==> src/rtl/sdspi_pkg.sv <==
// ----------------------------------------------------------------------------
// sdspi_pkg
// Shared types, codes and constants for the SD card SPI command engine.
// ----------------------------------------------------------------------------
package sdspi_pkg;

    // Number of response bytes clocked after the command
    localparam int RESPONSE_BYTES = 10;
    // Number of idle bytes sent by a wake sequence
    localparam int WAKE_BYTES     = 10;

    // Opcodes of an input word
    localparam logic [1:0] OP_TICK = 2'd0;
    localparam logic [1:0] OP_CMD  = 2'd1;
    localparam logic [1:0] OP_WAKE = 2'd2;

    // Engine modes
    localparam logic [1:0] MODE_IDLE = 2'd0;
    localparam logic [1:0] MODE_CMD  = 2'd1;
    localparam logic [1:0] MODE_WAKE = 2'd2;

    // Byte positions within a command sequence
    localparam logic [4:0] FIRST_RESP = 5'd7;
    localparam logic [4:0] END_RESP   = 5'(7 + RESPONSE_BYTES);
    localparam logic [4:0] WAKE_LAST  = 5'(WAKE_BYTES - 1);

    localparam logic [7:0] CMD_START = 8'h40;
    localparam logic [7:0] IDLE_BYTE = 8'hFF;

    // One input word
    typedef struct packed {
        logic [1:0]  opcode;
        logic [5:0]  command_index;
        logic [31:0] argument;
        logic [7:0]  crc_byte;
        logic        miso_level;
    } t_item;

    // One result word
    typedef struct packed {
        logic       clock_pin;
        logic       data_out_pin;
        logic       select_n_pin;
        logic       busy_res;
        logic       byte_valid;
        logic [7:0] byte_value;
        logic [7:0] response_r1;
        logic       done_res;
    } t_result;

    // Byte sent at a given position of the command frame
    function automatic logic [7:0] command_byte(input logic [4:0]  idx,
                                                input logic [5:0]  cmd,
                                                input logic [31:0] arg,
                                                input logic [7:0]  crc);
        logic [7:0] b;
        unique case (idx)
            5'd1:    b = CMD_START | {2'b00, cmd};
            5'd2:    b = arg[31:24];
            5'd3:    b = arg[23:16];
            5'd4:    b = arg[15:8];
            5'd5:    b = arg[7:0];
            5'd6:    b = crc;
            default: b = IDLE_BYTE;
        endcase
        return b;
    endfunction

endpackage

==> src/rtl/sdspi_in_reg.sv <==
// ----------------------------------------------------------------------------
// sdspi_in_reg
// Input register: captures one word per cycle, stalls only when the
// downstream stage cannot advance.
// ----------------------------------------------------------------------------
module sdspi_in_reg (
    input  logic           i_clk,
    input  logic           i_rst_n,
    input  logic           i_valid,
    input  sdspi_pkg::t_item i_item,
    input  logic           i_advance,
    output logic           o_stall,
    output logic           o_valid,
    output sdspi_pkg::t_item o_item
);
    import sdspi_pkg::*;

    logic  r_valid;
    t_item r_item;

    // Hold while the occupied stage cannot move on
    assign o_stall = r_valid && !i_advance;

    // Valid flag
    always_ff @(posedge i_clk) begin
        if (!i_rst_n) begin
            r_valid <= 1'b0;
        end else if (!o_stall) begin
            r_valid <= i_valid;
        end
    end

    // Payload
    always_ff @(posedge i_clk) begin
        if (!o_stall && i_valid) begin
            r_item <= i_item;
        end
    end

    assign o_valid = r_valid;
    assign o_item  = r_item;

endmodule

==> src/rtl/sdspi_engine.sv <==
// ----------------------------------------------------------------------------
// sdspi_engine
// Half-bit SPI mode 0 engine: state registers plus the single-pass next
// state and result logic for one word.
// ----------------------------------------------------------------------------
module sdspi_engine (
    input  logic               i_clk,
    input  logic               i_rst_n,
    input  logic               i_fire,
    input  sdspi_pkg::t_item   i_item,
    output sdspi_pkg::t_result o_result
);
    import sdspi_pkg::*;

    logic [1:0]  r_mode,     n_mode;
    logic        r_half,     n_half;
    logic [2:0]  r_bit,      n_bit;
    logic [4:0]  r_byte,     n_byte;
    logic [7:0]  r_send,     n_send;
    logic [7:0]  r_recv,     n_recv;
    logic [5:0]  r_cmd,      n_cmd;
    logic [31:0] r_arg,      n_arg;
    logic [7:0]  r_crc,      n_crc;
    logic [7:0]  r_r1,       n_r1;
    logic        r_sel_n,    n_sel_n;
    logic        r_clk_lvl,  n_clk_lvl;

    logic        byte_vld;
    logic [7:0]  byte_val;
    logic        done;
    logic        last;
    logic [4:0]  byte_inc;

    assign byte_inc = r_byte + 5'd1;

    // Next state for one word
    always_comb begin
        n_mode    = r_mode;
        n_half    = r_half;
        n_bit     = r_bit;
        n_byte    = r_byte;
        n_send    = r_send;
        n_recv    = r_recv;
        n_cmd     = r_cmd;
        n_arg     = r_arg;
        n_crc     = r_crc;
        n_r1      = r_r1;
        n_sel_n   = r_sel_n;
        n_clk_lvl = r_clk_lvl;
        byte_vld  = 1'b0;
        byte_val  = 8'h00;
        done      = 1'b0;
        last      = 1'b0;

        priority if (i_item.opcode == OP_CMD && r_mode == MODE_IDLE) begin
            n_cmd     = i_item.command_index;
            n_arg     = i_item.argument;
            n_crc     = i_item.crc_byte;
            n_r1      = IDLE_BYTE;
            n_mode    = MODE_CMD;
            n_half    = 1'b0;
            n_bit     = 3'd7;
            n_byte    = 5'd0;
            n_send    = IDLE_BYTE;
            n_recv    = 8'h00;
            n_clk_lvl = 1'b0;
            n_sel_n   = 1'b0;
        end else if (i_item.opcode == OP_WAKE && r_mode == MODE_IDLE) begin
            n_mode    = MODE_WAKE;
            n_half    = 1'b0;
            n_bit     = 3'd7;
            n_byte    = 5'd0;
            n_send    = IDLE_BYTE;
            n_recv    = 8'h00;
            n_clk_lvl = 1'b0;
            n_sel_n   = 1'b1;
        end else if (i_item.opcode == OP_TICK && r_mode != MODE_IDLE) begin
            if (!r_half) begin
                // rising edge: sample MISO
                n_clk_lvl = 1'b1;
                n_recv    = {r_recv[6:0], i_item.miso_level};
                n_half    = 1'b1;
            end else begin
                // falling edge: shift out next bit
                n_clk_lvl = 1'b0;
                n_half    = 1'b0;
                if (r_bit != 3'd0) begin
                    n_bit = r_bit - 3'd1;
                end else begin
                    if (r_mode == MODE_CMD && r_byte >= FIRST_RESP && r_byte < END_RESP) begin
                        byte_vld = 1'b1;
                        byte_val = r_recv;
                        if (r_r1 == IDLE_BYTE && !r_recv[7]) begin
                            n_r1 = r_recv;
                        end
                    end
                    if (r_mode == MODE_CMD) begin
                        last = (r_byte == END_RESP);
                    end else begin
                        last = (r_byte >= WAKE_LAST);
                    end
                    n_bit  = 3'd7;
                    n_recv = 8'h00;
                    if (last) begin
                        n_mode  = MODE_IDLE;
                        done    = 1'b1;
                        n_send  = IDLE_BYTE;
                        n_byte  = 5'd0;
                        n_sel_n = 1'b1;
                    end else begin
                        n_byte = byte_inc;
                        n_send = (r_mode == MODE_CMD) ?
                                 command_byte(byte_inc, r_cmd, r_arg, r_crc) : IDLE_BYTE;
                        // deselect as the trailing byte begins
                        if (r_mode == MODE_CMD && byte_inc == END_RESP) begin
                            n_sel_n = 1'b1;
                        end
                    end
                end
            end
        end else begin
            // ignored word: nothing changes
        end
    end

    // Control state
    always_ff @(posedge i_clk) begin
        if (!i_rst_n) begin
            r_mode    <= MODE_IDLE;
            r_half    <= 1'b0;
            r_bit     <= 3'd7;
            r_byte    <= 5'd0;
            r_send    <= IDLE_BYTE;
            r_recv    <= 8'h00;
            r_cmd     <= 6'd0;
            r_arg     <= 32'd0;
            r_crc     <= 8'd0;
            r_r1      <= IDLE_BYTE;
            r_sel_n   <= 1'b1;
            r_clk_lvl <= 1'b0;
        end else if (i_fire) begin
            r_mode    <= n_mode;
            r_half    <= n_half;
            r_bit     <= n_bit;
            r_byte    <= n_byte;
            r_send    <= n_send;
            r_recv    <= n_recv;
            r_cmd     <= n_cmd;
            r_arg     <= n_arg;
            r_crc     <= n_crc;
            r_r1      <= n_r1;
            r_sel_n   <= n_sel_n;
            r_clk_lvl <= n_clk_lvl;
        end
    end

    // Result seen after this word
    always_comb begin
        o_result.clock_pin    = n_clk_lvl;
        o_result.data_out_pin = n_send[n_bit];
        o_result.select_n_pin = n_sel_n;
        o_result.busy_res     = (n_mode != MODE_IDLE);
        o_result.byte_valid   = byte_vld;
        o_result.byte_value   = byte_val;
        o_result.response_r1  = n_r1;
        o_result.done_res     = done;
    end

endmodule

==> src/rtl/sdspi_out_reg.sv <==
// ----------------------------------------------------------------------------
// sdspi_out_reg
// Result register: holds a word until the consumer takes it.
// ----------------------------------------------------------------------------
module sdspi_out_reg (
    input  logic               i_clk,
    input  logic               i_rst_n,
    input  logic               i_load_valid,
    input  sdspi_pkg::t_result i_result,
    input  logic               i_stall,
    output logic               o_advance,
    output logic               o_valid,
    output sdspi_pkg::t_result o_result
);
    import sdspi_pkg::*;

    logic    r_valid;
    t_result r_result;

    // Register is free when empty or being drained
    assign o_advance = !r_valid || !i_stall;

    always_ff @(posedge i_clk) begin
        if (!i_rst_n) begin
            r_valid <= 1'b0;
        end else if (o_advance) begin
            r_valid <= i_load_valid;
        end
    end

    always_ff @(posedge i_clk) begin
        if (o_advance && i_load_valid) begin
            r_result <= i_result;
        end
    end

    assign o_valid  = r_valid;
    assign o_result = r_result;

endmodule

==> src/rtl/sd_spi_command_transaction_top.sv <==
// ----------------------------------------------------------------------------
// sd_spi_command_transaction_top
// SD card SPI mode 0 command engine driven by half-bit ticks.
// ----------------------------------------------------------------------------
// Each input word is a half-bit tick (carrying the sampled MISO level), a
// command start or a wake start, and produces exactly one result word with
// the SCK, MOSI and chip-select levels, busy/done flags, any completed
// response byte and the captured R1. The block takes one word per clock
// cycle while the receiver does not stall it. A taken word is held in the
// input register and worked by the single-pass engine out of it; its result
// is loaded into the result register once that register is free, and the
// outputs show it from there. Starts while busy, ticks while idle and opcode
// 3 leave the state untouched.
// ----------------------------------------------------------------------------
module sd_spi_command_transaction_top (
    input  logic        i_clk,
    input  logic        i_rst_n,
    input  logic        i_valid,
    output logic        o_stall,
    input  logic [1:0]  i_opcode,
    input  logic [5:0]  i_command_index,
    input  logic [31:0] i_argument,
    input  logic [7:0]  i_crc_byte,
    input  logic        i_miso_level,
    output logic        o_valid,
    input  logic        i_stall,
    output logic        o_clock_pin,
    output logic        o_data_out_pin,
    output logic        o_select_n_pin,
    output logic        o_busy_res,
    output logic        o_byte_valid,
    output logic [7:0]  o_byte_value,
    output logic [7:0]  o_response_r1,
    output logic        o_done_res
);
    import sdspi_pkg::*;

    t_item   in_item;
    t_item   reg_item;
    logic    reg_valid;
    logic    advance;
    t_result eng_result;
    t_result out_result;

    assign in_item.opcode        = i_opcode;
    assign in_item.command_index = i_command_index;
    assign in_item.argument      = i_argument;
    assign in_item.crc_byte      = i_crc_byte;
    assign in_item.miso_level    = i_miso_level;

    sdspi_in_reg u_in_reg (
        .i_clk     (i_clk),
        .i_rst_n   (i_rst_n),
        .i_valid   (i_valid),
        .i_item    (in_item),
        .i_advance (advance),
        .o_stall   (o_stall),
        .o_valid   (reg_valid),
        .o_item    (reg_item)
    );

    sdspi_engine u_engine (
        .i_clk    (i_clk),
        .i_rst_n  (i_rst_n),
        .i_fire   (reg_valid && advance),
        .i_item   (reg_item),
        .o_result (eng_result)
    );

    sdspi_out_reg u_out_reg (
        .i_clk        (i_clk),
        .i_rst_n      (i_rst_n),
        .i_load_valid (reg_valid),
        .i_result     (eng_result),
        .i_stall      (i_stall),
        .o_advance    (advance),
        .o_valid      (o_valid),
        .o_result     (out_result)
    );

    assign o_clock_pin    = out_result.clock_pin;
    assign o_data_out_pin = out_result.data_out_pin;
    assign o_select_n_pin = out_result.select_n_pin;
    assign o_busy_res     = out_result.busy_res;
    assign o_byte_valid   = out_result.byte_valid;
    assign o_byte_value   = out_result.byte_value;
    assign o_response_r1  = out_result.response_r1;
    assign o_done_res     = out_result.done_res;

endmodule

==> config.mk <==
export PLATFORM = sky130hd
export DESIGN_NAME = sd_spi_command_transaction_top
export DESIGN_NICKNAME = d
export VERILOG_FILES = /design/src/rtl/sdspi_pkg.sv /design/src/rtl/sdspi_in_reg.sv /design/src/rtl/sdspi_engine.sv /design/src/rtl/sdspi_out_reg.sv /design/src/rtl/sd_spi_command_transaction_top.sv
export SDC_FILE = /design/constraint.sdc
export NUM_CORES = 1
export LEC_CHECK = 0
export ABC_AREA = 1
export BUFFER_PORTS_ARGS = -buffer_cell sky130_fd_sc_hd__buf_2
export CORE_MARGIN = 2
export CORE_UTILIZATION = 50
export CTS_CLUSTER_DIAMETER = 150
export DETAILED_ROUTE_END_ITERATION = 10
export PLACE_DENSITY = 0.7
export REMOVE_ABC_BUFFERS = 1
export SYNTH_ARGS = -nofsm -noshare
export SYNTH_HDL_FRONTEND = slang
export SYNTH_SLANG_ARGS = --single-unit
==> constraint.sdc <==
create_clock -name i_clk -period 2.4 [get_ports i_clk]
set_input_delay 0 -clock i_clk [delete_from_list [all_inputs] [get_ports i_clk]]
set_output_delay 0 -clock i_clk [all_outputs]
set_load 0.05 [all_outputs]
After elaboration in Yosys (flattened, before gate mapping). Cells that the tools add are included.

Mux-type cells: 61. Order comparisons: 4. Equal/unequal tests: 14. Reductions and logical operators: 29. Bitwise operators: 3. Add/subtract/negate cells: 2.

Operators by type and width (count): $mux 8 (19); $pmux 8 s6 (1); $mux 5 (6); $mux 1 (23); $eq 5x3->1 const B (3); $mux 3 (5); $mux 2 (6); $eq 5x2->1 const B (2); $eq 5x5->1 const B (2); $logic_and 1x1->1 (10); $reduce_bool 3->1 (3); $eq 8x8->1 const B (1); $reduce_or 6->1 (1); $add 5x1->5 const B (1); $eq 5x1->1 const B (1); $ge 5x3->1 const B (1); $ge 5x4->1 const B (1); $logic_not 1->1 (5); $lt 5x5->1 const B (1); $reduce_or 5->1 (1); $eq 2x1->1 const B (2); $logic_not 2->1 (2); $lt 3x4->1 const B (1); $ne 4x4->1 const B (1); 10 further kinds (14).

Register bits after elaboration: 156. Input bits: 53.

Logic depth before layout (Yosys ltp).
Depth after elaboration: 15. Mapped depth: 19.

Modules after synthesis. A second synthesis with hierarchy kept.

Cell total of the unflattened synthesis: 757. Area total of the unflattened synthesis: 6652.6 um2.

By module, submodules not included: sdspi_engine (area each 4415.5 um2, cells an instance 670, instances 1); sdspi_in_reg (area each 1521.5 um2, cells an instance 57, instances 1); sdspi_out_reg (area each 708.2 um2, cells an instance 28, instances 1); sd_spi_command_transaction_top (area each 7.5 um2, cells an instance 2, instances 1).

Worst setup path before layout. Ideal clock, no wire load.

Path kind: reg2reg. Start point: register u_out_reg.r_valid (netlist: u_out_reg.o_valid). End point: register u_in_reg.r_item, in the netlist u_in_reg.o_item[0], enable pin. Required time: 1.923 ns. Setup slack: -0.327 ns. Buffers on the path: 0. Cell stages (with the launch flop): 6. Arrival time: 2.250 ns. Setup time: 0.477 ns. Clock period less this slack: 2.727 ns. Path through: dfxtp_1 > nand2_1 > nor2_1 > inv_1 > nand2_1 > inv_1.

Word-level cells in the longest chain between the ends: 6.

Ends and longest elaborated chain: start, declared (RTL line sdspi_out_reg.sv:17) `logic r_valid;`; start signal, assigned (RTL line sdspi_out_reg.sv:27) `r_valid <= i_load_valid;`; $logic_not 1->1 (RTL line sdspi_out_reg.sv:21) `assign o_advance = !r_valid || !i_stall;`; $logic_or 1x1->1 (RTL line sdspi_out_reg.sv:21); $logic_not 1->1 (RTL line sdspi_in_reg.sv:22) `assign o_stall = r_valid && !i_advance;`; $logic_and 1x1->1 (RTL line sdspi_in_reg.sv:22); named net o_stall (RTL line sd_spi_command_transaction_top.sv:19) `output logic o_stall,`; $logic_not 1->1; $logic_and 1x1->1 (RTL line sdspi_in_reg.sv:35) `if (!o_stall && i_valid) begin`; end signal, assigned (RTL line sdspi_in_reg.sv:36) `r_item <= i_item;`; end, declared (RTL line sdspi_in_reg.sv:19) `t_item r_item;`.

The timed path passes the listed nets, and every way through them passes these cells. A chain may end at the register's enable or synchronous reset.

==> flow_metrics.py <==
metrics = {
    "floorplan": {
        "fp.dieW_um": 118,
        "initial_core_util_pct": 51.5,
        "core_sq_um": 12700,
        "io-pin-count": 77,
        "dieArea_sq_um": 14000,
        "die_h_um": 118,
        "rows": 41,
    },
    "worst_setup_path": {
        "start_kind": "register",
        "critPathKind": "register to register",
        "critical_path.max_stage_delay_ps": 340,
        "crit_start": "u_engine.r_byte[1]",
        "r2r_start": "u_engine.r_byte[1]",
        "path_cells": "ha_2, nand4_1, nand2_2, nor2_2, buf_4, nand3_1, nand3_1, nor2_1, nand2_1, nand2_1, nand3_1, nand3_1, nand2_1, nand2_1, nand2_1",
        "slowest_stage": "dfxtp_1",
        "path_common_cell": "nand2_1",
        "required_ps": 2580,
        "end_kind": "register",
        "ff2ff_setup_slack_ps": 120,
        "cp_data_arrival_time_ps": 2460,
        "crit_fanout": 8,
    },
    "yosys": {
        "synth_area_sq_um": 6550,
        "netlist_top_cells_area": "edfxtp_1, dfxtp_1, nand2_1",
        "ys_types": 34,
        "ys_seq_area_share_pct": 58.6,
        "ys_ff_latch": 156,
        "synthFlopType": "dfxtp_1",
        "syn_inst": 756,
        "async_flop_share_pct": 0,
        "synth-edff-count": 71,
        "syn_area_per_cell_sq_um": 8.66,
        "synth_warnings": 0,
        "yosysTopAreaCell": "edfxtp_1",
        "netlist.area_leader.share_pct": 32.6,
    },
    "routing": {
        "drc_errors": 0,
        "dr.pass1.iters": 5,
        "vias": 5556,
        "vias_per_cell": 5.13,
        "wirelength_mm": 15.5,
        "drt_iter0_drc": 400,
        "antenna_left": 0,
        "wl_per_cell_um": 14.4,
    },
    "run": {
        "maxCapViolations": 0,
    },
    "cells_and_area": {
        "stdcell_count": 1082,
        "final_cell_mix": "nand2_1, nor2_1, dfxtp_1",
        "antennaDiodeCount": 0,
        "layout-drive-gt1-share_pct": 17.8,
        "fin_area_sq_um": 8390,
        "layout_commonest_cell": "nand2_1",
        "area_delta_synth_final_pct": 28.2,
        "fin_nets": 958,
    },
    "pwr": {
        "p_int_mw": 4.99,
        "p_clk_share_pct": 44.7,
        "irDropWorstVdd_uv": 726,
        "p_per_area_nw_per_um2": 761,
        "switching_power_mw": 1.40,
        "swShare_pct": 22.0,
        "leakage_nw": 3.55,
        "pwr-share-seq_pct": 46.6,
        "power.share.combinational_pct": 8.7,
    },
    "place": {
        "hpwl_mm": 9.83,
        "place.gp.congestion": 0.860,
        "place_area_sq_um": 7210,
        "port_buffers": 76,
        "place_inst": 999,
    },
    "sta": {
        "hold_violations": 0,
        "rsz0062_at_grt": "true",
        "holdWs_ps": 143,
        "max_slew_margin_pct": 52.1,
        "fmax_mhz": 438,
        "maxSlewViolCount": 0,
        "tightest_slew_ps": 718,
        "fin_worst_skew_ps": 8.21,
        "setup_viol": 0,
        "setup_tns_ps": 0,
        "min_period_ps": 2280,
        "fin_crit_sh_pct": 95.2,
    },
    "clock_tree": {
        "tritoncts": "yes",
        "cts_setup_buffers": 0,
        "clockBufferDepth": 2,
        "cts_sinks": 156,
        "clk_pin_slew_ps": 60,
        "clock_latency_ps": 420,
        "cts_buffers": 17,
        "cts_root_buf": "clkbuf_16",
        "htree_num_levels": 4,
    },
    "outcome": {
        "outcome": "finished clean",
    },
    "global_route": {
        "overflow": 0,
        "antenna_found_initial": 0,
        "grt_max_degree": 50,
        "grt_pass1_wl_mm": 25.8,
        "track_usage_pct": 23.2,
        "grt_pass1_vias": 5542,
    },
    "min_path": {
        "min_from": "i_rst_n",
        "hp-class": "primary input to register",
    },
}
## final cells by class
class / instances / area (sq um)
fill: 1051 / 4330
sequential: 156 / 3830
multi-input combinational: 516 / 2430
timing repair buffer: 151 / 1070
clock buffer: 22 / 454
tap: 172 / 215
inverter: 56 / 211
clock inverter: 9 / 169
## kinds of logic (layout without fill, tap and decap cells)
family | after synthesis | count (layout) | share of synthesized area, %
buffers and inverters | 84 | 238 | 5.04
and+or+nand+nor | 380 | 380 | 24.3
adders and majority gates | 7 | 7 | 1.34
DFF | 156 | 156 | 58.6
AOI/OAI and AO/OA | 128 | 128 | 10.6
xor gates and xnor gates | 1 | 1 | 0.134
## power groups by stage
stage | combinational [mW] | sequential (mW) | clock, mW
2_1_floorplan | 0.256 | 3.07 | 0
3_3_place_gp | 0.470 | 3.03 | 0
3_5_place_dp | 0.479 | 3.03 | 0
4_1_cts | 0.547 | 2.98 | 2.90
5_1_grt | 0.615 | 2.99 | 3.01
6_report | 0.554 | 2.98 | 2.86
## flip-flops by register name, indices dropped and copies added (netlist names), 6 cells and up
register,flops
u_engine.r_r1,8
u_engine.r_cmd,6
u_out_reg.o_result,22
u_in_reg.o_item,49
u_engine.r_crc,8
u_engine.r_send,8
u_engine.r_recv,8
u_engine.r_arg,32
## worst max-delay path: cells and delay by family, from the launching register on
family | cells | cell delay, ps
fa+ha+maj | 1 | 220
buf+inv | 1 | 170
flops | 1 | 340
simple gates | 13 | 1300
## cells in the mapped netlist, types with 6 or more instances
master and instances:
nand2_1 175, nor2_1 136, dfxtp_1 85, edfxtp_1 71, a21oi_1 61, o21ai_0 54
nand3_1 50, inv_1 49, clkbuf_1 22, ha_1 7, nand4_1 7, o21ai_2 6
## stage by stage
stage / util, % / setup WS [ps] / total power, mW
after floorplan: - / -3000 / 3.33
after global placement: 56.6 / 88.2 / 3.50
after detailed placement: 56.6 / 24.8 / 3.51
after CTS: 65.7 / 40.4 / 6.42
after global routing: 66.0 / -149 / 6.62
final: 66.0 / 116 / 6.39
## metal layers
| metal | vias up | wire, um | GRT usage (%) |
|---|---|---|---|
| li1 | 2777 | - | - |
| met1 | 2587 | 6400 | 27.0 |
| met2 | 168 | 7920 | 41.2 |
| met3 | 24 | 899 | 6.08 |
| met4 | 0 | 311 | 8.04 |
| met5 | - | 0 | 0 |
## worst paths after layout
| kind | end | cells after the start |
|---|---|---|
| max | u_out_reg.o_result[20] | 15 |
| max reg2reg | u_out_reg.o_result[20] | 15 |
| min | u_engine.r_crc[4] | 4 |
| min reg2reg | u_engine.r_crc[7] | 2 |
## timing repair
item                       CTS  global route
pin swaps                    0             1
setup endpoints to repair    1            13
resized for setup            1            13
hold endpoints to repair    51             0
hold buffers                52             0
(Power assumes the default switching activity.)
